===== src/hdl/csv_pkg.sv =====
// Shared types and constants of the cube sphere face vertex generator.
package csv_pkg;

	localparam int QW = 16;
	localparam int FRAC_SHIFT = 30;

	typedef struct packed {
		logic [13:0] vertex_index;
		logic        quad_valid;
		logic [16:0] index_slot;
		logic [13:0] tri0_a;
		logic [13:0] tri0_b;
		logic [13:0] tri0_c;
		logic [13:0] tri1_a;
		logic [13:0] tri1_b;
		logic [13:0] tri1_c;
		logic        neg_x;
		logic        neg_z;
	} side_t;

endpackage


===== src/hdl/csv_norm_lane.sv =====
// Pipelined bit-serial evaluation of floor(32768 * c / sqrt(s)) for one coordinate.
module csv_norm_lane #(
	parameter int DW = 7
) (
	input  logic                  clk,
	input  logic                  en,
	input  logic [2*DW-1:0]       csq,
	input  logic [2*DW+1:0]       s,
	output logic [csv_pkg::QW-1:0] q
);
	import csv_pkg::*;

	localparam int SW = 2 * DW + 2;
	localparam int RW = 2 * DW + FRAC_SHIFT;
	localparam int TW = SW + 2 * QW + 1;

	logic [RW-1:0]    r_s  [QW+1];
	logic [SW-1:0]    s_s  [QW+1];
	logic [SW+QW-1:0] sq_s [QW+1];
	logic [QW-1:0]    q_s  [QW+1];
	logic [TW-1:0]    trial [QW];
	logic             fits  [QW];

	always_comb begin
		for (int i = 0; i < QW; i++) begin
			trial[i] = (TW'(sq_s[i]) << (QW - i)) + (TW'(s_s[i]) << (2 * (QW - 1 - i)));
			fits[i]  = trial[i] <= TW'(r_s[i]);
		end
	end

	always_ff @(posedge clk) begin
		if (en) begin
			r_s[0]  <= RW'(csq) << FRAC_SHIFT;
			s_s[0]  <= s;
			sq_s[0] <= '0;
			q_s[0]  <= '0;
			for (int i = 0; i < QW; i++) begin
				s_s[i+1] <= s_s[i];
				if (fits[i]) begin
					r_s[i+1]  <= RW'(TW'(r_s[i]) - trial[i]);
					sq_s[i+1] <= sq_s[i] + ((SW + QW)'(s_s[i]) << (QW - 1 - i));
					q_s[i+1]  <= q_s[i] | (QW'(1) << (QW - 1 - i));
				end else begin
					r_s[i+1]  <= r_s[i];
					sq_s[i+1] <= sq_s[i];
					q_s[i+1]  <= q_s[i];
				end
			end
		end
	end

	assign q = q_s[QW];

endmodule


===== config.mk =====
export PLATFORM = sky130hd
export DESIGN_NAME = csv_norm_lane
export DESIGN_NICKNAME = d
export VERILOG_FILES = /design/src/hdl/csv_pkg.sv /design/src/hdl/csv_norm_lane.sv
export SDC_FILE = /design/constraint.sdc
export NUM_CORES = 2
export LEC_CHECK = 0
export BUFFER_PORTS_ARGS = -buffer_cell sky130_fd_sc_hd__buf_2
export CAP_MARGIN = 20
export CORE_ASPECT_RATIO = 1.25
export CORE_MARGIN = 5
export CORE_UTILIZATION = 35
export DETAILED_ROUTE_END_ITERATION = 8
export SKIP_CTS_REPAIR_TIMING = 1
export SLEW_MARGIN = 30
export SYNTH_ARGS = -nofsm -noshare
export SYNTH_HDL_FRONTEND = slang
export SYNTH_SLANG_ARGS = --single-unit
export TNS_END_PERCENT = 10

===== constraint.sdc =====
create_clock -name clk -period 6.9 [get_ports clk]
set_input_delay 0.69 -clock clk [delete_from_list [all_inputs] [get_ports clk]]
set_output_delay 0.69 -clock clk [all_outputs]
set_load 0.01 [all_outputs]

==> impl_results.md <==
- Fin crit share: 93.5%
- Worst skew pair latency: 820 ps
- Clock root cell: clkbuf_16
- Synthesis-to-finish area growth: 11.1%
- Reg2reg setup slack: 450 ps
- DP HPWL: 195 mm
- Core ar.: 242000 um^2
- Hold Slack: 43.0 ps
- Routed wire length: 242 mm
- Cells after Synth: 8557
- Setup slack at placement: 85.5 ps
- Largest cells by area after synthesis: edfxtp_1, ha_1, xor2_1
- Max Slew Vio Count: 0
- Drt pass-1 iters: 5
- Buffers plus inverters on the worst setup path: 5
- CP peak stage delay: 480 ps
- Via count: 64.4k
- Hold path cells: 1
- Crit-path most repeated cell: a21oi_1
- Via/cell ratio: 5.38
- Remaining global-route overflow: 0
- I/O Buffers: 47
- CP top delay family: compound AO/OA/AOI/OAI gates
- Max Cap Viol: 0
- Relative slew slack: 28.2%
- I/O Pins: 48
- Worst Path Arrival: 7020 ps
- Post-Syn Nets: 9498
- Clk sinks: 1171
- Core Rows: 202
- CTS HTree Levels: 4
- Worst reg2reg path depth: 25
- Layout cells sized above 1: 6.55%
- RSZ-0062 raised after global routing: no
- Reg-to-reg critical path endpoint: r_s[13][41]$_DFFE_PP_
- Placed instance area: 89600 um^2
- Post-layout min period: 6450 ps
- Clk_skew: 62.5 ps
- Post-synthesis sequential element count: 1171
- Share of the synthesized area in the top cell type: 41.4%
- Pin count of the biggest net entering global routing: 141
- Clock Path Buffers: 4
- Synth unique cells: 101
- Yosys warns: 0
- Die Y: 561 um
- Min setup slack post-route: 451 ps
- Netlist Area Pre-Place: 84900 um^2
- Sequential share of the synthesized area: 41.4%
- Min-Delay Path Class: in -> reg
- Final Instance Count excl. Fillers: 12.0k
- # nets final: 9631
- # setup viols final: 0
- Fin. Hold Viols: 0
- R2r startpoint: s_s[0][194]$_DFFE_PP_
- Number of CTS-inserted buffers: 149
- Finished Cell Area: 94300 um^2
- Avg WL per Cell: 20.2 um
- Vias in the first global route: 68.6k
- Die X: 451 um
- Crit path max-delay cell type: edfxtp_1
- Total track usage: 18.6%
- First-pass GRT wire length: 371 mm
- Mean Syn Cell Area: 9.92 um^2
- Endpoint class of the critical path: flop
- Iteration-0 DRC count of the detailed router: 3160
- Critical path launch point type: flop
- Die Footprint: 253000 um^2
- RePlAce Congestion: 0.971
- Outcome: finished clean
- Worst Hold Path EP: s_s[0][3]$_DFFE_PP_
- Yosys top cell by area: edfxtp_1
- Asr flop ratio synth: 0%
- Number of nets with antenna violations after detailed routing: 0
- CTS clk-pin slew, worst paths: 60 ps
- Initial Util: 35.1%
- Fmax: 155 MHz
- WP data required: 7470 ps
- Inst Count DP: 11.7k
- DRC errors left: 0
- Number of enable flip-flop cells after synthesis: 1171
- Hold path start: s[3]
- CTS tree: built
- Crit path kind: reg -> reg
- Synth Flop Type: edfxtp_1
- Initial antenna violation count: 3
- Measured slew at the worst slew-check pin: 1070 ps
- Max FO, Critical Path: 6
## synthesized netlist by cell type (17+ instances only)
cell,instances
o21a_1,119
buf_1,25
nand2b_1,92
and4_1,21
nand2_1,802
a31o_2,22
nor2_1,558
a31oi_1,80
or3_1,67
o21bai_1,75
and3_1,97
nor2b_1,107
o2111ai_1,18
a21o_1,262
a21boi_0,30
xor2_1,480
nand3_1,181
and2_1,61
or2_2,37
fa_1,30
nor4_1,32
inv_1,452
nor3b_1,26
buf_2,38
o21ai_0,655
a21oi_1,646
o31a_1,17
nor3_1,185
a41oi_1,18
a211o_1,30
o31ai_1,75
mux2_2,50
a211oi_1,66
a2111oi_0,27
ha_1,879
edfxtp_1,1171
o211ai_1,50
nand4_1,101
mux2i_1,25
xnor2_1,460
clkbuf_1,141
nand3b_1,25
## through the flow
| stage | util, % | TNS [ps] |
|---|---|---|
| after floorplan | - | 0 |
| after global placement | 37.0 | -3500 |
| after detailed placement | 37.0 | 0 |
| after CTS | 39.0 | 0 |
| after global routing | 39.0 | 0 |
| final | 39.0 | 0 |
## flip-flops by register name, summed over array words and instances (netlist names)
signal  flops
sq_s      346
q_s       136
s_s       256
r_s       433
## kinds of logic (layout without fill, tap and decap cells)
kind of cell	Yosys count	in the layout	share of synthesized area, %
xor+xnor	942	942	9.73
mux	75	75	0.958
simple gates	2447	2447	13.8
compound gates	2347	2347	17.4
buf+inv	666	900	3.04
fa+ha+maj	909	909	13.7
other cells	0	15	0
flops	1171	1171	41.4
## cell type report
type | instances | area [um^2]
antenna | 15 | 37.5
clock buffer | 175 | 3850
clock inverter | 77 | 818
fill | 23400 | 148000
inverter | 456 | 1710
multi-input combinational | 6720 | 47300
sequential | 1171 | 35200
tap | 3162 | 3960
timing repair buffer | 192 | 1520
## per-layer routing
metal  up-vias  wire length (um)  part of all wire (%)  global-route usage [%]
li1      31800                 -                     -                       -
met1     30500             72000                    30                    14.5
met2      1327            141000                    58                    39.7
met3       810              6250                   2.6                    2.16
met4         0             23200                   9.6                    14.9
met5         -                 0                     0                       0
## placed cells by master, fill, tap and decap left out, drive strengths merged, types with 66 or more instances in the layout
master / instances
o21ai: 659
xnor2: 462
and3: 97
buf: 192
inv: 463
a21oi: 647
nor2: 558
nand2: 804
o31ai: 77
a211oi: 69
xor2: 480
nand3: 181
o21a: 119
clkbuf: 175
a21o: 262
or3: 68
edfxtp: 1171
and2: 66
o21bai: 75
nor2b: 107
a31oi: 81
nor3: 185
ha: 879
nand2b: 92
nand4: 101
## worst max-delay path by stage
stage | from | endpoint | cells after the start
5_1_grt | r_s[13][6]$_SDFFCE_PP0P_ | sq_s[14][31]$_DFFE_PP_ | 24
4_1_cts | r_s[13][6]$_SDFFCE_PP0P_ | sq_s[14][31]$_DFFE_PP_ | 24
3_3_place_gp | s_s[0][194]$_DFFE_PP_ | r_s[13][37]$_DFFE_PP_ | 24
6_report | s_s[0][194]$_DFFE_PP_ | r_s[13][41]$_DFFE_PP_ | 25
3_5_place_dp | sq_s[13][4]$_DFFE_PP_ | sq_s[14][31]$_DFFE_PP_ | 22
2_1_floorplan | r_s[11][10]$_SDFFCE_PP0P_ | r_s[12][42]$_DFFE_PP_ | 22
Power is not shown: default switching activity piles up to over one toggle a cycle in this logic, so the estimate is an artifact.
